File: config.mk
export PLATFORM = sky130hd
export DESIGN_NAME = bmf_ctrl
export DESIGN_NICKNAME = d
export VERILOG_FILES = /design/src/rtl/box_mean_filter_2d_defines.svh /design/src/rtl/bmf_pkg.sv /design/src/rtl/bmf_ctrl.sv
export SDC_FILE = /design/constraint.sdc
export NUM_CORES = 1
export LEC_CHECK = 0
export BUFFER_PORTS_ARGS = -buffer_cell sky130_fd_sc_hd__buf_2
export CORE_AREA = 2 2 39 41
export DETAILED_ROUTE_END_ITERATION = 8
export DIE_AREA = 0 0 41 43
export MAX_ROUTING_LAYER = met4
export PLACE_DENSITY = 0.41
export SLEW_MARGIN = 40
export SYNTH_ARGS = -nofsm -noshare
export SYNTH_HDL_FRONTEND = slang
export SYNTH_SLANG_ARGS = --single-unit
export TNS_END_PERCENT = 50
File: constraint.sdc
create_clock -name clk -period 1 [get_ports clk]
set_input_delay 0.05 -clock clk [delete_from_list [all_inputs] [get_ports clk]]
set_output_delay 0.05 -clock clk [all_outputs]
set_load 0.05 [all_outputs]
File: src/rtl/box_mean_filter_2d_defines.svh
// assertion macros for the box mean filter
// used by box_mean_filter_2d.sv, expects clk and rst_n in scope
`ifndef BOX_MEAN_FILTER_2D_DEFINES_SVH
`define BOX_MEAN_FILTER_2D_DEFINES_SVH

// same-cycle implication
`define BMF_ASSERT_NOW(lbl, ante, cons) \
    lbl: assert property (@(posedge clk) disable iff (!rst_n) (ante) |-> (cons)) \
        else $error("box filter check failed");

// next-cycle implication
`define BMF_ASSERT_NEXT(lbl, ante, cons) \
    lbl: assert property (@(posedge clk) disable iff (!rst_n) (ante) |=> (cons)) \
        else $error("box filter check failed");

`endif

File: src/rtl/bmf_pkg.sv
// shared types and constants for the box mean filter
// no dependencies
`default_nettype none

package bmf_pkg;

    localparam int PIX_W      = 8;
    localparam int CFG_W_W    = 11;
    localparam int CFG_H_W    = 13;
    localparam int CFG_K_W    = 3;
    localparam int CFG_DATA_W = 13;
    localparam int CFG_IDX_W  = 2;
    localparam int MAX_HEIGHT = 4096;
    localparam int POS_W      = 24;
    localparam int SUM_W      = 14;
    localparam int DIV_W      = 6;
    localparam int REM_W      = 7;
    localparam int DCNT_W     = 4;

    localparam logic [CFG_IDX_W-1:0] REG_WIDTH  = 2'd0;
    localparam logic [CFG_IDX_W-1:0] REG_HEIGHT = 2'd1;
    localparam logic [CFG_IDX_W-1:0] REG_KERNEL = 2'd2;

    typedef struct packed {
        logic             op;
        logic [PIX_W-1:0] pixel;
    } bmf_in_t;

    typedef struct packed {
        logic [PIX_W-1:0] value;
        logic             last_of_frame;
    } bmf_out_t;

    typedef enum logic [2:0] {
        S_IDLE,
        S_INIT,
        S_READ,
        S_FLUSH,
        S_DLOAD,
        S_DIV,
        S_OUT
    } bmf_state_t;

    typedef struct packed {
        logic accept;
        logic init;
        logic read;
        logic dload;
        logic div_step;
        logic emit;
    } bmf_cmd_t;

    typedef struct packed {
        logic has_result;
        logic read_last;
        logic div_last;
        logic out_free;
    } bmf_status_t;

endpackage

`default_nettype wire

File: src/rtl/bmf_ctrl.sv
// controller state machine sequencing one pixel transaction at a time
// depends on bmf_pkg
`default_nettype none

module bmf_ctrl (
    input  wire logic                 clk,
    input  wire logic                 rst_n,
    input  wire logic                 in_valid,
    output logic                      in_stall,
    input  wire bmf_pkg::bmf_status_t status,
    output bmf_pkg::bmf_cmd_t         cmd
);
    import bmf_pkg::*;

    bmf_state_t state_reg;
    bmf_state_t state_next;

    always_ff @(posedge clk or negedge rst_n)
    begin
        if (!rst_n)
            state_reg <= S_IDLE;
        else
            state_reg <= state_next;
    end

    always_comb
    begin
        state_next = state_reg;
        unique case (state_reg)
            S_IDLE:
                if (in_valid && status.has_result)
                    state_next = S_INIT;
            S_INIT:
                state_next = S_READ;
            S_READ:
                if (status.read_last)
                    state_next = S_FLUSH;
            S_FLUSH:
                state_next = S_DLOAD;
            S_DLOAD:
                state_next = S_DIV;
            S_DIV:
                if (status.div_last)
                    state_next = S_OUT;
            S_OUT:
                if (status.out_free)
                    state_next = S_IDLE;
            default:
                state_next = S_IDLE;
        endcase
    end

    always_comb
    begin
        cmd      = '0;
        in_stall = 1'b1;
        unique case (state_reg)
            S_IDLE:
            begin
                in_stall   = 1'b0;
                cmd.accept = in_valid;
            end
            S_INIT:  cmd.init     = 1'b1;
            S_READ:  cmd.read     = 1'b1;
            S_FLUSH: ;
            S_DLOAD: cmd.dload    = 1'b1;
            S_DIV:   cmd.div_step = 1'b1;
            S_OUT:   cmd.emit     = status.out_free;
            default: ;
        endcase
    end

endmodule

`default_nettype wire

==> impl_metrics.tcl, run 1 <==
set metrics [dict create \
    grt_max_degree 8 \
    power_frac_comb_pct 76.0 \
    dr.pass1.iters 1 \
    clk_pin_slew_worst_paths_ps 40 \
    wl_per_cell_um 11.2 \
    dpl_cell_area_um2 357 \
    row_count 14 \
    grt_first_pass_wirelength_um 1060 \
    syn_to_final_growth_pct 112 \
    fin_util_pct 37.0 \
    ys_types 20 \
    power_frac_clock_pct 11.1 \
    die_h_um 43 \
    drive_gt1_share_pct 69.4 \
    cts_made_buffers 3 \
    setup_tns_ps -2350 \
    period_minus_slack_ps 1340 \
    cp_data_arrival_time_ps 1290 \
    drc 0 \
    syn-cell-area_um2 241 \
    gp_congestion 0.607 \
    insertion_delay_ps 230 \
    num_antenna_cells 0 \
    relSlewSlack_pct 83.5 \
    failed_checks "negative setup slack" \
    htreeDepth 1 \
    fmax_mhz 749 \
    r2r_setup_slack_ps -210 \
    power.leakage_nw 0.239 \
    cts_root_buffer "clkbuf_4" \
    maxCapViolCount 0 \
    finalPower_mw 1.89 \
    period_share_pct 134 \
    grt_overflow 0 \
    drt-total-wl_um 730 \
    power_frac_seq_pct 12.9 \
    grt_antenna_before_repair 0 \
    via_per_inst 4.18 \
    core-area_um2 1380 \
    post-dp-hpwl_um 482 \
    final_hold_viol_count 0 \
    yosys.area.top_type "dfrtp_1" \
    netlist_top_cells_area "dfrtp_1 (31%), and4bb_1 (5.2%), nand2b_1 (5.2%)" \
    die_area_um2 1760 \
    critical_path.top_delay_family "simple AND/OR/NAND/NOR gates" \
    finalMaxSlewViolations 0 \
    dr_total_vias 272 \
    hold_class "input pin to flip-flop" \
    cts_tree "yes" \
    cp_max_fo 4 \
    worstMarginPinSlew_ps 249 \
    synth_nets 31 \
    min_from "status[2]" \
    outcome "finished with violations" \
    grt_setup_unrepaired "yes" \
    switching_share_pct 45.4 \
    required_ps 950 \
    ys_warn_count 0 \
    drt_iter0_markers 0 \
    ir_worst_vdd_uv 1080 \
    worst_slack_ps -335 \
    holdPathStages 2 \
    skew_ps 1.30 \
    clockBufferDepth 2 \
    ys_seq_elements 3 \
    clock-sinks 3 \
    reg2reg_from "state_reg[0]" \
    slowest_stage "dfrtp_1" \
    crit_chain "or3_4, nor2_4, buf_6" \
    port_buffers 13 \
    p_int_mw 1.03 \
    start_util_pct 17.5 \
    finalSetupViolCount 10 \
    holdWs_ps 70.7 \
    cp-end-kind "output port" \
    syn_area_per_cell_um2 10.1 \
    p_per_area_nw_per_um2 3680 \
    nets 57 \
    cp-start-kind "flip-flop" \
    yosysSeqAreaShare_pct 31.1 \
    path_class "flip-flop to output port" \
    synthCells 24 \
    power.switching_mw 0.856 \
    critPathBufInv 1 \
    grt_pass1_vias 269 \
    r2r_cells 5 \
    max_stage_delay_ps 410 \
    synth_top_cell_area_share_pct 31.1 \
    min_to "state_reg[0]" \
    r2r_end "state_reg[0]" \
    final_cell_area_um2 512 \
    largest_reg_flops 3 \
    nFillCells 154 \
    fp.dieW_um 41 \
    ios 14 \
    grt_usage_pct 10.4 \
    antenna_left 0 \
]
==> Yosys cell counts <==
library cell and n:
xnor2_1 1, a31oi_1 1, a221o_1 1, or3_4 1
nand2_1 1, and4b_2 1, buf_6 1, buf_4 1
nor3b_2 1, inv_1 1, nand2b_1 2, nor2b_1 2
nor2_2 1, a22o_1 1, and2_1 1, and2b_2 1
o21ai_0 1, and4bb_1 1, dfrtp_1 3, nor3b_1 1
==> cell usage in the layout, fill, tap and decap left out, types with 2 or more instances in the layout <==
| master | count |
|---|---|
| buf_2 | 7 |
| buf_4 | 3 |
| buf_6 | 11 |
| clkbuf_4 | 3 |
| dfrtp_1 | 3 |
| nand2b_1 | 2 |
| nor3b_4 | 2 |
==> power groups by stage <==
stage,combinational (mW),clock (mW),sequential [mW]
finish,1.43,0.210,0.243
global route,1.53,0.223,0.245
CTS,1.24,0.223,0.237
detailed placement,1.04,0,0.235
global placement,1.02,0,0.233
floorplan,0.846,0,0.235
==> cell type report <==
cell class | instances | area (um2) | share of cell area [%]
well taps | 16 | 20.0 | 3.91
repair buffers | 23 | 206 | 40.3
multi-input cells | 18 | 180 | 35.2
flip-flops and latches | 3 | 75.1 | 14.7
clock buffers | 4 | 26.3 | 5.13
inverters | 1 | 3.75 | 0.733
==> cells by family after synthesis <==
family | count (synthesis) | synth area share, %
flops | 3 | 31.1
compound gates | 4 | 12.4
buf+inv | 3 | 9.33
xor+xnor | 1 | 3.63
simple gates | 13 | 43.5
==> metrics by stage <==
| stage | setup slack, ps | instances |
|---|---|---|
| 2_1_floorplan | -310 | 24 |
| 3_3_place_gp | -156 | 55 |
| 3_5_place_dp | -180 | 55 |
| 4_1_cts | -350 | 62 |
| 5_1_grt | -377 | 65 |
| 6_report | -335 | 65 |
==> layer usage <==
metal	up-vias	global-route usage, %	wire [um]
met5	-	-	0
met4	0	12.0	0
met3	0	3.14	45
met2	10	15.3	433
met1	127	9.06	250
li1	135	-	-
==> what timing repair did <==
action | CTS | global route
setup buffers | 2 | 3
hold buffers | 1 | 0
setup endpoints to repair | 9 | 10
pin swaps | 2 | 3
hold endpoints to repair | 3 | 0
gates resized for setup | 15 | 9
==> worst max path at each step <==
| stage | startpoint | endpoint | slack (ps) | cells past startpoint |
|---|---|---|---|---|
| 3_3_place_gp | state_reg[2] | cmd[5] | -160 | 3 |
| 2_1_floorplan | state_reg[1] | cmd[5] | -310 | 3 |
| 5_1_grt | state_reg[1] | cmd[5] | -380 | 3 |
| 4_1_cts | state_reg[1] | cmd[5] | -350 | 3 |
| 3_5_place_dp | state_reg[1] | cmd[5] | -180 | 3 |
| 6_report | state_reg[1] | cmd[5] | -340 | 3 |
(Power assumes the default switching activity.)
==> run 2: changes to the inputs <==
- CORE_AREA: 2 2 39 41 -> 3 3 40 42
- DIE_AREA: 0 0 41 43 -> 0 0 43 45
- PLACE_DENSITY: 0.41 -> 0.47
==> impl_metrics.tcl, run 2 (same netlist as run 1, synthesis figures left out) <==
set metrics [dict create \
    cp_data_arrival_time_ps 1270 \
    grt_max_degree 9 \
    wl_per_cell_um 9.69 \
    final_hold_viol_count 0 \
    multi_input_area_um2 166 \
    dp_cells 54 \
    hold_class "input pin to flip-flop" \
    min_from "status[2]" \
    via_per_inst 4.15 \
    failed_checks "negative setup slack" \
    register_area_um2 75.1 \
    p_per_area_nw_per_um2 3660 \
    crit_chain "or3_4, nor2_4, buf_6" \
    die_h_um 45 \
    gp_congestion 0.659 \
    fp.dieW_um 43 \
    finalSetupViolCount 9 \
    r2r_cells 3 \
    r2r_end "state_reg[0]" \
    grt_setup_unrepaired "yes" \
    largest_reg_flops 3 \
    clk_pin_slew_worst_paths_ps 40 \
    cts_root_buffer "clkbuf_4" \
    dr_total_vias 257 \
    maxCapViolCount 0 \
    insertion_delay_ps 230 \
    drt_iter0_markers 2 \
    power.switching_mw 0.783 \
    cp-end-kind "output port" \
    power_frac_seq_pct 13.8 \
    required_ps 950 \
    clock-sinks 3 \
    clockBufferDepth 2 \
    finalMaxSlewViolations 0 \
    switching_share_pct 46.2 \
    drive_gt1_share_pct 66.0 \
    wl_met3_um 70 \
    final_cell_area_um2 463 \
    fin_util_pct 36.0 \
    fmax_mhz 757 \
    holdPathStages 2 \
    cp_max_fo 4 \
    dpl_cell_area_um2 355 \
    critPathBufInv 1 \
    cts_tree "yes" \
    grt_pass1_vias 277 \
    outcome "finished with violations" \
    period_share_pct 132 \
    drc 0 \
    ios 14 \
    min_to "state_reg[0]" \
    slowest_stage "or3_4" \
    worst_slack_ps -321 \
    skew_ps 0.889 \
    worstMarginPinSlew_ps 247 \
    path_class "flip-flop to output port" \
    drt-total-wl_um 601 \
    row_count 13 \
    cts_made_buffers 3 \
    cp-start-kind "flip-flop" \
    power_frac_comb_pct 73.9 \
    syn_to_final_growth_pct 91.7 \
    start_util_pct 18.8 \
    period_minus_slack_ps 1320 \
    num_antenna_cells 0 \
    relSlewSlack_pct 83.6 \
    layout_commonest_cell "buf_2" \
    antenna_left 0 \
    grt_antenna_before_repair 0 \
    core-area_um2 1280 \
    mostFrequentLayoutCells "buf_2 (7), buf_6 (6), buf_4 (6)" \
    grt_first_pass_wirelength_um 1100 \
    nets 55 \
    highest_layer "met4" \
    reg2reg_from "state_reg[1]" \
    stdcell_count 62 \
    grt_overflow 0 \
    wl_met2_um 280 \
    wl_met1_um 231 \
    r2r_setup_slack_ps -120 \
    port_buffers 13 \
    p_int_mw 0.911 \
    dr.pass1.iters 2 \
    htreeDepth 1 \
    ir_worst_vdd_uv 1130 \
    critical_path.top_delay_family "simple AND/OR/NAND/NOR gates" \
    max_stage_delay_ps 410 \
    power.leakage_nw 0.221 \
    grt_usage_pct 8.76 \
    power_frac_clock_pct 12.3 \
    nFillCells 136 \
    die_area_um2 1940 \
]
-- run 2: changes by cell type in the layout (fill, tap and decap cells not counted) --
cell | before | now
buf_4 | 3 | 6
buf_6 | 11 | 6
nor2b_1 | 0 | 1
nor2b_4 | 1 | 0
nor3b_2 | 0 | 1
nor3b_4 | 2 | 1
-- run 2: power groups by stage --
stage	clock (mW)	sequential (mW)	combinational, mW
detailed placement	0	0.242	1.02
global route	0.237	0.251	1.33
CTS	0.223	0.235	1.26
finish	0.209	0.233	1.25
floorplan	0	0.235	0.846
global placement	0	0.244	1.02
-- run 2: worst max-delay path by stage --
stage,start,depth (start not counted),end
floorplan,state_reg[1],3,cmd[5]
global placement,state_reg[2],3,cmd[5]
detailed placement,state_reg[2],3,cmd[5]
CTS,state_reg[1],3,cmd[5]
global route,state_reg[1],3,cmd[5]
finish,state_reg[1],3,cmd[5]
-- run 2: cell type report --
class,instances,share of cell area (%)
flip-flops and latches,3,16.2
inverters,1,0.811
multi-input cells,18,35.9
repair buffers,21,37.3
clock buffers,4,5.68
well taps,15,4.05
-- run 2: metrics by stage --
stage	setup WS, ps	power (mW)	TNS [ps]	hold WS (ps)
2_1_floorplan	-310	1.08	-1210	-246
3_3_place_gp	-192	1.27	-900	-152
3_5_place_dp	-208	1.26	-883	-152
4_1_cts	-338	1.72	-2040	69.5
5_1_grt	-386	1.82	-2640	67.6
6_report	-321	1.69	-1890	72.8
-- run 2: metal layers --
metal | up-vias | global-route usage [%]
met1 | 112 | 8.72
met4 | 0 | 12.7
met3 | 2 | 2.79
met2 | 13 | 11.4
met5 | - | -
li1 | 130 | -
-- run 2: repair_timing --
item                       in CTS  in global routing
buffers inserted                3                  0
gates cloned                    0                  0
setup endpoints to repair       9                 10
pin swaps                       3                  0
hold endpoints to repair        3                  0
gates resized for setup        16                  0
hold buffers                    1                  0
==> run 3: changes to the inputs <==
==> constraint.sdc (replaced) <==
create_clock -name clk -period 1 [get_ports clk]
set_input_delay 0.2 -clock clk [delete_from_list [all_inputs] [get_ports clk]]
set_output_delay 0.2 -clock clk [all_outputs]
set_load 0.05 [all_outputs]
==> impl_metrics.tcl, run 3 (same netlist as run 1, synthesis figures left out) <==
set metrics [dict create \
    r2r_end "state_reg[0]" \
    cp-end-kind "output port" \
    r2r_setup_slack_ps -150 \
    ir_worst_vdd_uv 1190 \
    htreeDepth 1 \
    hold_class "input pin to flip-flop" \
    via_per_inst 4.25 \
    path_class "flip-flop to output port" \
    grt_usage_pct 7.47 \
    period_share_pct 145 \
    post-dp-hpwl_um 482 \
    power.leakage_nw 0.213 \
    final_hold_viol_count 0 \
    grt_antenna_before_repair 0 \
    power.switching_mw 0.761 \
    finalSetupViolCount 9 \
    grt_pass1_vias 241 \
    worstMarginPinSlew_ps 247 \
    relSlewSlack_pct 83.6 \
    clk_pin_slew_worst_paths_ps 40 \
    power_frac_clock_pct 12.7 \
    num_antenna_cells 0 \
    syn_to_final_growth_pct 85.0 \
    worst_slack_ps -446 \
    cp_max_fo 3 \
    drive_gt1_share_pct 65.2 \
    row_count 13 \
    fp.dieW_um 43 \
    power_frac_seq_pct 13.4 \
    gp_congestion 0.604 \
    required_ps 800 \
    clock-sinks 3 \
    holdWs_ps 222 \
    switching_share_pct 46.6 \
    period_minus_slack_ps 1450 \
    failed_checks "negative setup slack" \
    power_frac_comb_pct 73.9 \
    drc 0 \
    endpoint "cmd[5]" \
    grt_setup_unrepaired "yes" \
    dr_total_vias 259 \
    slowest_stage "dfrtp_2" \
    drt-total-wl_um 570 \
    grt_overflow 0 \
    antenna_left 0 \
    largest_reg_flops 3 \
    die_area_um2 1940 \
    cp-start-kind "flip-flop" \
    reg2reg_from "state_reg[1]" \
    crit_chain "or3_4, nor2_4, buf_8" \
    cts_made_buffers 3 \
    outcome "finished with violations" \
    port_buffers 13 \
    p_int_mw 0.872 \
    grt_max_degree 9 \
    insertion_delay_ps 230 \
    wl_per_cell_um 9.34 \
    die_h_um 45 \
    cp_data_arrival_time_ps 1250 \
    start_util_pct 18.8 \
    layout_commonest_cell "buf_4" \
    skew_ps 0.278 \
    cts_root_buffer "clkbuf_4" \
    final_cell_area_um2 447 \
    fmax_mhz 691 \
    pre_cts_ws_ps -318 \
    finalMaxSlewViolations 0 \
    cts_tree "yes" \
    ios 14 \
    core-area_um2 1280 \
    dr.pass1.iters 3 \
    grt_first_pass_wirelength_um 1000 \
    maxCapViolCount 0 \
    drt_iter0_markers 3 \
    max_stage_delay_ps 390 \
    mostFrequentLayoutCells "buf_4 (8), buf_2 (7), clkbuf_4 (3), buf_6 (3)" \
    dpl_cell_area_um2 377 \
    cp-startpoint "state_reg[2]" \
    nets 54 \
    clockBufferDepth 2 \
    p_per_area_nw_per_um2 3650 \
    r2r_cells 3 \
]
run 3: cell types whose count changed in the layout (fill, tap and decap cells not counted), sizes merged:
cell,previous run,this run
buf,20,19
run 3: worst max-delay path, delay by kind of cell, from the launching register on:
family | cells | cell delay, ps
simple gates | 2 | 480
flops | 1 | 390
buf+inv | 1 | 150
run 3: power groups by stage:
stage	clock (mW)	sequential, mW	combinational (mW)
CTS	0.223	0.221	1.21
global placement	0	0.225	1.12
finish	0.207	0.219	1.21
detailed placement	0	0.223	1.11
global route	0.220	0.235	1.29
floorplan	0	0.238	0.865
run 3: area by class of cell:
type	count	area (um2)
inverter	1	3.75
timing repair buffer	20	154
sequential	3	76.3
clock buffer	4	26.3
tap	15	18.8
multi-input combinational	18	168
fill	136	838
run 3: how the worst min path moves through the flow:
stage               startpoint      endpoint  slack [ps]  cells past startpoint
floorplan                rst_n  state_reg[0]        -100                      0
global placement         rst_n  state_reg[0]        -0.9                      1
detailed placement       rst_n  state_reg[0]         0.2                      1
CTS                  status[2]  state_reg[0]         220                      2
global route         status[1]  state_reg[1]         250                      3
finish               status[2]  state_reg[0]         220                      2
run 3: metrics by stage:
stage	utilization (%)	setup TNS [ps]	total power, mW	std cells
after floorplan	-	-2160	1.10	24
after global placement	29.3	-1840	1.34	56
after detailed placement	29.3	-1760	1.34	56
after CTS	34.5	-3110	1.66	61
after global routing	34.8	-3520	1.75	61
final	34.8	-2900	1.63	61
run 3: what timing repair did:
item                                    CTS  global route
hold buffers                              1             0
resized for setup                        11             1
endpoints found under the setup margin   10            10
setup buffers                             0             0
pin swaps                                 1             1
hold endpoints to repair                  3             0
run 3: layer usage:
layer  vias to the layer above  share of wire (%)  track usage, %
met2                        13                 49            11.7
met3                         0                 11               0
li1                        127                  -               -
met4                         0                  0            7.23
met1                       119                 40            8.70
met5                         -                  0               -
